$ cat config.mk
export PLATFORM = sky130hd
export DESIGN_NAME = tcdt_eval
export DESIGN_NICKNAME = d
export VERILOG_FILES = /design/src/rtl/core/tcdt_pkg.sv /design/src/rtl/core/tcdt_eval.sv
export SDC_FILE = /design/constraint.sdc
export NUM_CORES = 2
export LEC_CHECK = 0
export ABC_AREA = 0
export BUFFER_PORTS_ARGS = -buffer_cell sky130_fd_sc_hd__buf_4
export CAP_MARGIN = 20
export CORE_UTILIZATION = 61
export CTS_CLUSTER_DIAMETER = 200
export DETAILED_ROUTE_END_ITERATION = 7
export PLACE_DENSITY = 0.79
export SLEW_MARGIN = 20
export SYNTH_ARGS = -nofsm -noshare
export SYNTH_HDL_FRONTEND = slang
export SYNTH_SLANG_ARGS = --single-unit
$ cat constraint.sdc
create_clock -name clk -period 12.29 [get_ports clk]
set_input_delay 2.458 -clock clk [delete_from_list [all_inputs] [get_ports clk]]
set_output_delay 2.458 -clock clk [all_outputs]
set_load 0.03 [all_outputs]
$ cat src/rtl/core/tcdt_pkg.sv
package tcdt_pkg;
	localparam int NUM_TRI     = 2;
	localparam int TRI_W       = 1;
	localparam int VTX_PER_TRI = 3;
	localparam int NUM_ENTRIES = NUM_TRI * VTX_PER_TRI;
	localparam int ADDR_W      = 3;
	localparam int CW          = 12;
	localparam int FW          = 8;
	localparam int DW          = CW + FW;
	localparam int PIX_W       = 10;
	localparam int VIDX_W      = 2;
	localparam int ENTRY_W     = 3 * CW;
	localparam int DIFF_W      = CW + 2;
	localparam int PW          = 2 * DIFF_W;
	localparam int PROD_W      = PW + DIFF_W;
	localparam int NUM_W       = PROD_W + 1;
	localparam int DVD_W       = NUM_W + FW;
	localparam int QW          = DW + 2;
	localparam int QCNT_W      = 5;
	localparam int MSTEP_W     = 4;
	localparam int MSTEP_LAST  = 12;
	localparam int DEPTH_MAX   = 2 ** (DW - 1) - 1;
	localparam int DEPTH_MIN   = -(2 ** (DW - 1));

	localparam logic OP_LOAD  = 1'b0;
	localparam logic OP_QUERY = 1'b1;
	localparam logic [VIDX_W-1:0] VIDX_NONE = 2'd3;

	typedef struct packed {
		logic                    start;
		logic signed [NUM_W-1:0] num;
		logic signed [PW-1:0]    den;
	} div_req_t;

	typedef struct packed {
		logic                 done;
		logic signed [QW:0]   quo;
	} div_rsp_t;
endpackage

$ cat src/rtl/core/tcdt_eval.sv
module tcdt_eval import tcdt_pkg::*; (
	input  logic                  clk,
	input  logic                  arst_n,
	input  logic                  query,
	input  logic [PIX_W-1:0]      pixel_x,
	input  logic [PIX_W-1:0]      pixel_y,
	output logic [ADDR_W-1:0]     rd_addr,
	input  logic [ENTRY_W-1:0]    rd_data,
	output div_req_t              dreq,
	input  div_rsp_t              drsp,
	output logic                  busy,
	output logic                  done,
	output logic                  covered,
	output logic                  winner,
	output logic signed [DW-1:0]  depth
);
	typedef enum logic [6:0] {
		S_IDLE = 7'b0000001,
		S_READ = 7'b0000010,
		S_MUL  = 7'b0000100,
		S_CHK  = 7'b0001000,
		S_DIV  = 7'b0010000,
		S_NEXT = 7'b0100000,
		S_OUT  = 7'b1000000
	} state_t;

	state_t                    state_q;
	logic [PIX_W-1:0]          px_q, py_q;
	logic [TRI_W-1:0]          tri_q;
	logic [1:0]                rcnt_q;
	logic [1:0]                vsel;
	logic signed [CW-1:0]      vx_q [3];
	logic signed [CW-1:0]      vy_q [3];
	logic signed [CW-1:0]      vz_q [3];
	logic [MSTEP_W-1:0]        mstep_q;
	logic [MSTEP_W-1:0]        tag_s1;
	logic signed [PROD_W-1:0]  prod_s1;
	logic signed [PW-1:0]      area_q, wa_q, wb_q, u_q, v_q;
	logic signed [NUM_W-1:0]   num_q;
	logic signed [DW-1:0]      best_q;
	logic                      hit_q;
	logic [TRI_W-1:0]          win_q;
	logic signed [DIFF_W-1:0]  ax, ay, az, bx, by, bz, cx, cy, cz, xx, yy;
	logic signed [PW-1:0]      ma;
	logic signed [DIFF_W-1:0]  mb;
	logic signed [PROD_W-1:0]  prod;
	logic signed [PW-1:0]      p_lo;
	logic signed [PW+1:0]      wc;
	logic                      cov;
	logic signed [DW+3:0]      dsum;
	logic signed [DW-1:0]      dsat;

	// Widen coordinates for the edge arithmetic
	always_comb begin
		ax = DIFF_W'(vx_q[0]);
		ay = DIFF_W'(vy_q[0]);
		az = DIFF_W'(vz_q[0]);
		bx = DIFF_W'(vx_q[1]);
		by = DIFF_W'(vy_q[1]);
		bz = DIFF_W'(vz_q[1]);
		cx = DIFF_W'(vx_q[2]);
		cy = DIFF_W'(vy_q[2]);
		cz = DIFF_W'(vz_q[2]);
		xx = $signed({{(DIFF_W-PIX_W){1'b0}}, px_q});
		yy = $signed({{(DIFF_W-PIX_W){1'b0}}, py_q});
	end

	// Select multiplier operands for each product step
	always_comb begin
		ma = '0;
		mb = '0;
		case (mstep_q)
			4'd0: begin ma = PW'(by - cy); mb = ax - cx; end
			4'd1: begin ma = PW'(cx - bx); mb = ay - cy; end
			4'd2: begin ma = PW'(by - cy); mb = xx - cx; end
			4'd3: begin ma = PW'(cx - bx); mb = yy - cy; end
			4'd4: begin ma = PW'(cy - ay); mb = xx - cx; end
			4'd5: begin ma = PW'(ax - cx); mb = yy - cy; end
			4'd6: begin ma = PW'(xx - ax); mb = cy - ay; end
			4'd7: begin ma = PW'(cx - ax); mb = yy - ay; end
			4'd8: begin ma = PW'(bx - ax); mb = yy - ay; end
			4'd9: begin ma = PW'(by - ay); mb = xx - ax; end
			4'd10: begin ma = u_q; mb = bz - az; end
			4'd11: begin ma = v_q; mb = cz - az; end
			default: begin ma = '0; mb = '0; end
		endcase
		prod = ma * mb;
		p_lo = prod_s1[PW-1:0];
	end

	// Coverage test on the three weights
	always_comb begin
		wc  = (PW+2)'(area_q) - (PW+2)'(wa_q) - (PW+2)'(wb_q);
		cov = 1'b0;
		if (area_q > 0) begin
			cov = !(wa_q < 0 || wb_q < 0 || wc < 0);
		end else if (area_q < 0) begin
			cov = !(wa_q > 0 || wb_q > 0 || wc > 0);
		end
	end

	// Form and saturate the interpolated depth
	always_comb begin
		dsum = $signed({(DW+4-FW)'(vz_q[0]), {FW{1'b0}}}) + (DW+4)'(drsp.quo);
		if (dsum > DEPTH_MAX) begin
			dsat = DW'(DEPTH_MAX);
		end else if (dsum < DEPTH_MIN) begin
			dsat = DW'(DEPTH_MIN);
		end else begin
			dsat = dsum[DW-1:0];
		end
	end

	assign vsel    = (rcnt_q == 2'd3) ? 2'd0 : rcnt_q;
	assign rd_addr = ADDR_W'(tri_q) * ADDR_W'(VTX_PER_TRI) + ADDR_W'(vsel);

	// Sequence one query over all triangles
	always_ff @(posedge clk or negedge arst_n) begin
		if (!arst_n) begin
			state_q <= S_IDLE;
			tri_q   <= '0;
			rcnt_q  <= '0;
			mstep_q <= '0;
			hit_q   <= 1'b0;
			win_q   <= '0;
			best_q  <= '0;
		end else begin
			unique case (state_q)
				S_IDLE: begin
					if (query) begin
						tri_q   <= '0;
						rcnt_q  <= '0;
						hit_q   <= 1'b0;
						win_q   <= '0;
						best_q  <= '0;
						state_q <= S_READ;
					end
				end
				S_READ: begin
					rcnt_q <= rcnt_q + 1'b1;
					if (rcnt_q == 2'd3) begin
						mstep_q <= '0;
						state_q <= S_MUL;
					end
				end
				S_MUL: begin
					mstep_q <= mstep_q + 1'b1;
					if (mstep_q == MSTEP_W'(MSTEP_LAST)) begin
						state_q <= S_CHK;
					end
				end
				S_CHK: begin
					state_q <= cov ? S_DIV : S_NEXT;
				end
				S_DIV: begin
					if (drsp.done) begin
						if (dsat > best_q) begin
							best_q <= dsat;
							win_q  <= tri_q;
							hit_q  <= 1'b1;
						end
						state_q <= S_NEXT;
					end
				end
				S_NEXT: begin
					if (tri_q == TRI_W'(NUM_TRI - 1)) begin
						state_q <= S_OUT;
					end else begin
						tri_q   <= tri_q + 1'b1;
						rcnt_q  <= '0;
						state_q <= S_READ;
					end
				end
				S_OUT: begin
					state_q <= S_IDLE;
				end
				default: begin
					state_q <= S_IDLE;
				end
			endcase
		end
	end

	// Capture pixel and vertices, register products and accumulate
	always_ff @(posedge clk) begin
		if (state_q == S_IDLE && query) begin
			px_q <= pixel_x;
			py_q <= pixel_y;
		end
		if (state_q == S_READ && rcnt_q != 2'd0) begin
			vx_q[rcnt_q - 2'd1] <= rd_data[3*CW-1:2*CW];
			vy_q[rcnt_q - 2'd1] <= rd_data[2*CW-1:CW];
			vz_q[rcnt_q - 2'd1] <= rd_data[CW-1:0];
		end
		if (state_q == S_MUL) begin
			prod_s1 <= prod;
			tag_s1  <= mstep_q;
			if (mstep_q != '0) begin
				case (tag_s1)
					4'd0: area_q <= p_lo;
					4'd1: area_q <= area_q + p_lo;
					4'd2: wa_q <= p_lo;
					4'd3: wa_q <= wa_q + p_lo;
					4'd4: wb_q <= p_lo;
					4'd5: wb_q <= wb_q + p_lo;
					4'd6: u_q <= p_lo;
					4'd7: u_q <= u_q - p_lo;
					4'd8: v_q <= p_lo;
					4'd9: v_q <= v_q - p_lo;
					4'd10: num_q <= NUM_W'(prod_s1);
					4'd11: num_q <= num_q + NUM_W'(prod_s1);
					default: num_q <= num_q;
				endcase
			end
		end
	end

	assign dreq.start = (state_q == S_CHK) && cov;
	assign dreq.num   = num_q;
	assign dreq.den   = area_q;

	assign busy    = (state_q != S_IDLE);
	assign done    = (state_q == S_OUT);
	assign covered = hit_q;
	assign winner  = win_q;
	assign depth   = best_q;
endmodule

# Word level (Yosys, flattened, before mapping)
# Memory sizes are Yosys's and may differ from the RTL's.
# Index checks and enable logic that the tools add are counted.
[totals] regBits=285 ram_bits=108 inputBits=83 output_inout_bits=99 wordCells=181 n_memories=3
[memory_table] name="vx_q" depth=3 width=12 rd=3 rd_ports_with_merged_regs=0 write_ports=1 line_no="tcdt_eval.sv:32" rtl="logic signed [CW-1:0] vx_q [3];"
[memory_table] name="vy_q" depth=3 width=12 rd=3 rd_ports_with_merged_regs=0 write_ports=1 line_no="tcdt_eval.sv:33" rtl="logic signed [CW-1:0] vy_q [3];"
[memory_table] name="vz_q" depth=3 width=12 rd=3 rd_ports_with_merged_regs=0 write_ports=1 line_no="tcdt_eval.sv:34" rtl="logic signed [CW-1:0] vz_q [3];"
[classes] n_addsub=31 multipliers=2 n_lt_le_gt_ge=11 eq_ne=38 n_mux=40 n_reduce_logical=39
[op_table] cell="case mux 28 bit (10 select lines)" count=1
[op_table] cell="case mux 28 bit (2 select lines)" count=5
[op_table] cell="subtractor 12 x 12 -> 13 bit" count=12
[op_table] cell="case mux 14 bit (9 select lines)" count=1
[op_table] cell="2-to-1 mux 20 bit" count=5
[op_table] cell="case mux 43 bit (2 select lines)" count=1
[op_table] cell="adder 28 bit" count=3
[op_table] cell="> comparator 28 x 1 -> 1 bit, second input constant" count=3
[op_table] cell="less-than comparator 28 x 1 -> 1 bit, second input constant" count=3
[op_table] cell="subtractor 11 x 12 -> 13 bit" count=5
[op_table] cell="subtractor 28 bit" count=2
[op_table] cell="adder 43 x 42 -> 43 bit" count=1
[op_table] cell="multiplier 28 x 14 -> 42 bit" count=1
[op_table] cell="case mux 7 bit (6 select lines)" count=1
[op_table] cell="case mux 20 bit (2 select lines)" count=1
[op_table] cell="== test 4 bit, second input constant" count=9
[op_table] cell="2-to-1 mux 7 bit" count=5
[op_table] cell="== test 4 x 3 -> 1 bit, second input constant" count=8
[op_table] cell="> comparator 30 x 1 -> 1 bit, second input constant" count=1
[op_table] cell="less-than comparator 30 x 1 -> 1 bit, second input constant" count=1
[op_table] cell="subtractor 29 x 28 -> 30 bit" count=1
[op_table] cell="subtractor 28 x 28 -> 29 bit" count=1
[op_table] cell="adder 20 x 23 -> 24 bit" count=1
[op_table] cell="> comparator 24 x 20 -> 1 bit, second input constant" count=1
[op_table] cell="38 further kinds" count=88

# Longest topological paths before layout
[logic_depth] ltp_word=9 mapped_depth=45 mapped_depth_nobuf=42

# Least setup slack after synthesis
# Ideal clock, no wire load.
[synth_timing] path_kind="register -> register" startpoint="register mstep_q[2]" endpoint="register prod_s1[41], data pin" setup_ns=0.260 arrival_time_ns=9.952 t_required_ns=12.030 path_slack_ns=2.078 path_stages_with_launch=45 synth_period_minus_slack_ns=10.212 path_cell_list="dfrtp_1 -> buf_2 -> and2b_1 -> and2_1 -> clkbuf_1 -> clkbuf_1 -> buf_1 -> clkbuf_1 -> mux2i_1 -> ha_1 -> fa_1 -> nor2b_1 -> o21ai_0 -> nand2b_1 -> a21o_1 -> a21o_1 -> a31oi_1 -> o21ai_0 -> [9 not listed] -> fa_1 -> fa_1 -> inv_1 -> fa_1 -> inv_1 -> ha_1 -> clkbuf_1 -> nand2_1 -> nor2_1 -> nand3_1 -> or4_1 -> o211a_1 -> o21ai_1 -> a41o_1 -> nor4_1 -> o41ai_1 -> a21oi_1 -> xnor2_1"
[synth_between] elab_chain_cells=4 elab_cells_between_ends=20
[synth_lines] item="start: declaration" line_no="tcdt_eval.sv:35" rtl="logic [MSTEP_W-1:0] mstep_q;"
[synth_lines] item="start signal: assignment" line_no="tcdt_eval.sv:147" rtl="mstep_q <= mstep_q + 1'b1;"
[synth_lines] item="== test 4 x 2 -> 1 bit (tied with other cells)" line_no="tcdt_eval.sv:72" rtl="case (mstep_q)"
[synth_lines] item="OR reduction 2 bit (no source line)"
[synth_lines] item="case mux 28 bit (10 select lines) or case mux 14 bit (9 select lines) (tied branches)" line_no="tcdt_eval.sv:72"
[synth_lines] item="multiplier 28 x 14 -> 42 bit *" line_no="tcdt_eval.sv:87" rtl="prod = ma * mb;"
[synth_lines] item="net prod[41]" line_no="tcdt_eval.sv:46" rtl="logic signed [PROD_W-1:0] prod;"
[synth_lines] item="end signal: assignment" line_no="tcdt_eval.sv:196" rtl="prod_s1 <= prod;"
[synth_lines] item="end: declaration" line_no="tcdt_eval.sv:37" rtl="logic signed [PROD_W-1:0] prod_s1;"
# The timed path passes the listed nets; every way through them passes the cells marked *.
# A chain may end at the register's enable or synchronous reset.

# Final worst setup path
[layout_timing] startpoint="register mstep_q[0]" endpoint="register prod_s1[41], data pin"
# Same word-level chain as after synthesis.

==> run summary <==
Cell row count: 102
Routed met3 length: 13.5 mm
Nets: 6406
Max Freq: 86.9 MHz
CTS Buf Count: 46
Max_slew headroom: 24.0%
Yosys warnings: 0
Critical Path Fanout Max: 47
Port-buffer cells: 181
Fin cells: 6496
# IOs: 182
Post-synthesis cell type count: 96
Final Critical Period: 11510 ps
Max Slew Vio Count: 0
#FFs+latches synth: 393
Worst skew pair latency: 640 ps
Simple-gate share of the synthesized area: 15.1%
Hold depth: 2
Final hold viol count: 0
Core ar.: 77600 sq um
Synth Instances: 5301
Gr ovfl total: 0
Hold endpoint: depth[2]
Largest net degree at the start of global routing: 76
Post-Synth Adder-Cell Area: 30.0%
Setup-failing EPs final: 0
Number of routed nets with antenna violations: 0
DRT Pass-1 Iters: 6
Top-area cell type share of the netlist area: 22.4%
CTS tree: built
Drc violations: 0
Top cells by count, synth: inv_1, nand2_1, ha_1
RSZ-0062 raised after global routing: false
Hold crit path type: register to register
Dominant synthesized flop cell: edfxtp_1
Post-synth EDFFs: 357
Critical path type: register to register
Die H: 282 microns
Global Route Usage Sum: 35.4%
CTS clk-pin slew, worst paths: 60 ps
Routed vias/inst: 6.21
H-tree Lvls: 2
Slowest cell on the critical path: nand2_1
Ranking of synthesized cells by area: edfxtp_1, fa_1, ha_1
Post-synth top area cell: edfxtp_1
Final core occ: 66.9%
FF-to-FF setup slack: 780 ps
Via count: 40300
Die area: 79700 sq um
Post-Syn Area per Cell: 9.04 sq um
Max cap viols: 0
Final period util: 93.6%
CP max stage delay: 730 ps
Total clock sinks: 393
Post-synthesis mux area share: 0.906%
Post-CTS Setup Inserts: 0
Fin Setup TNS: 0 ps
Main combinational cell family by area after synthesis: adder cells
Top routing layer used: met4
Startpoint Class: register
WL met2: 63.0 mm
Post_cts resized: 0
CTS root buf: clkbuf_16
Syn Std Cell Area: 47900 sq um
Arrival time at the worst endpoint: 11890 ps
Met1 Wirelength: 56.9 mm
Post-Syn Nets: 6284
Placed cells: 6415
Area growth, synth to finish: 8.28%
Critical Path RT: 12670 ps
Share of cells above drive strength 1: 7.22%
1st-iter DRT viols: 3858
Crit end category: register
Antenna violations before repair: 1
Vias in the first global route: 39200
ANT cells: 0
Most used cell along the critical path: fa_1
Top-count cell post-synth: inv_1
Reg2Reg Depth: 39
Die W: 282 microns
Outcome: finished, final reports clean
Placed Area: 50400 sq um
Xor-xnor portion of the synthesized cell area: 5.54%
Final GP Congestion: 1.00
Drt wl/cell: 21.6 microns
Post-DP HPWL: 110 mm
Final wirelength: 140 mm
Post-CTS Hold Buffers: 0
First-pass GRT wire length: 218 mm
Starting Density: 61.7%
Hold path start: depth[2]
Sequential share of the synthesized area: 24.3%
Setup Skew: 57.0 ps
CTS Buffer Depth: 3
Capture point of the worst reg-to-reg path: prod_s1[41]
Worst slew pin tran: 1140 ps
Reg-to-Reg Start: mstep_q[0]
Compound-Gate Fraction of Synth Area: 17.6%
Post-route cell area: 51900 sq um
Asr flop ratio synth: 9.16%
-- sequential cells by signal, indices dropped and copies added (netlist names), 2 cells and up --
register and cells:
area_q 28, depth 20, mstep_q 4, num_q 43, prod_s1 42, px_q 10
py_q 10, rcnt_q 2, state_q 7, tag_s1 4, u_q 28, v_q 28
vx_q 36, vy_q 36, vz_q 36, wa_q 28, wb_q 28
-- cell families (layout without fill, tap and decap cells) --
family	count (synthesis)	count (layout)
simple gates	1519	1519
compound gates	1309	1309
fa+ha+maj	900	900
buf+inv	836	991
flops	393	393
xor+xnor	303	303
mux	41	41
-- worst max-delay path, delay by kind of cell (launching register included) --
kind	cells	cell delay, ps
AO/OA/AOI/OAI	15	2910
XOR/XNOR	1	90
adder cells (fa/ha/maj)	10	4280
buffers and inverters	4	660
flip-flops	1	450
AND/OR/NAND/NOR	9	2860
-- layer usage --
metal	up-vias	global-route usage, %
met1	19400	47.2
met2	1910	56.1
met5	-	0.244
li1	18600	-
met4	0	16.1
met3	362	6.56
-- metrics by stage --
stage	hold slack, ps	setup WS (ps)
after detailed placement	505	1090
after global routing	535	122
after floorplan	420	2080
after global placement	500	1380
after CTS	524	1050
final	522	782
-- how the worst max path moves through the flow --
stage	startpoint	to	slack (ps)	cells after the start
floorplan	mstep_q[2]	prod_s1[41]	2080	44
finish	mstep_q[0]	prod_s1[41]	780	39
detailed placement	mstep_q[0]	prod_s1[39]	1090	39
CTS	mstep_q[0]	prod_s1[39]	1050	38
global placement	mstep_q[0]	prod_s1[41]	1380	39
global route	mstep_q[0]	prod_s1[39]	120	39
-- area by class of cell --
type                            count  area (sq um)
Multi-Input combinational cell   4072         33100
Inverter                          668          2510
Timing Repair Buffer              242          1820
Clock inverter                     29           302
Fill cell                        6196         25700
Tap cell                         1040          1300
Clock buffer                       52          1170
Sequential cell                   393         11600
-- cells in the final DEF (no fill, tap or decap), types with 19 or more instances in the layout --
cell type and instances:
o21bai_1 43, fa_1 412, nor4_1 27, nand2b_1 65, a221o_1 29, mux2_2 19, inv_1 667, nand3_1 67
a22oi_1 19, o21ai_0 362, clkbuf_16 46, xor2_1 120, a31oi_1 37, a21boi_0 26, a221oi_1 20, o21ai_1 20
nand4_1 35, ha_1 488, a211oi_1 26, mux2i_1 22, xnor2_1 183, a21o_1 165, o31ai_1 24, a21oi_1 292
buf_4 242, edfxtp_1 357, o211ai_1 28, and2_1 75, and3_1 47, nor2_1 250, dfrtp_1 35, nand2_1 643
nor3_1 63, nor2b_1 121, or3_1 28, o21a_1 53, o22ai_1 28
Power is left out: the tool's default activity adds up to more than one toggle a clock period on the data nets, which glitch-free logic cannot reach.
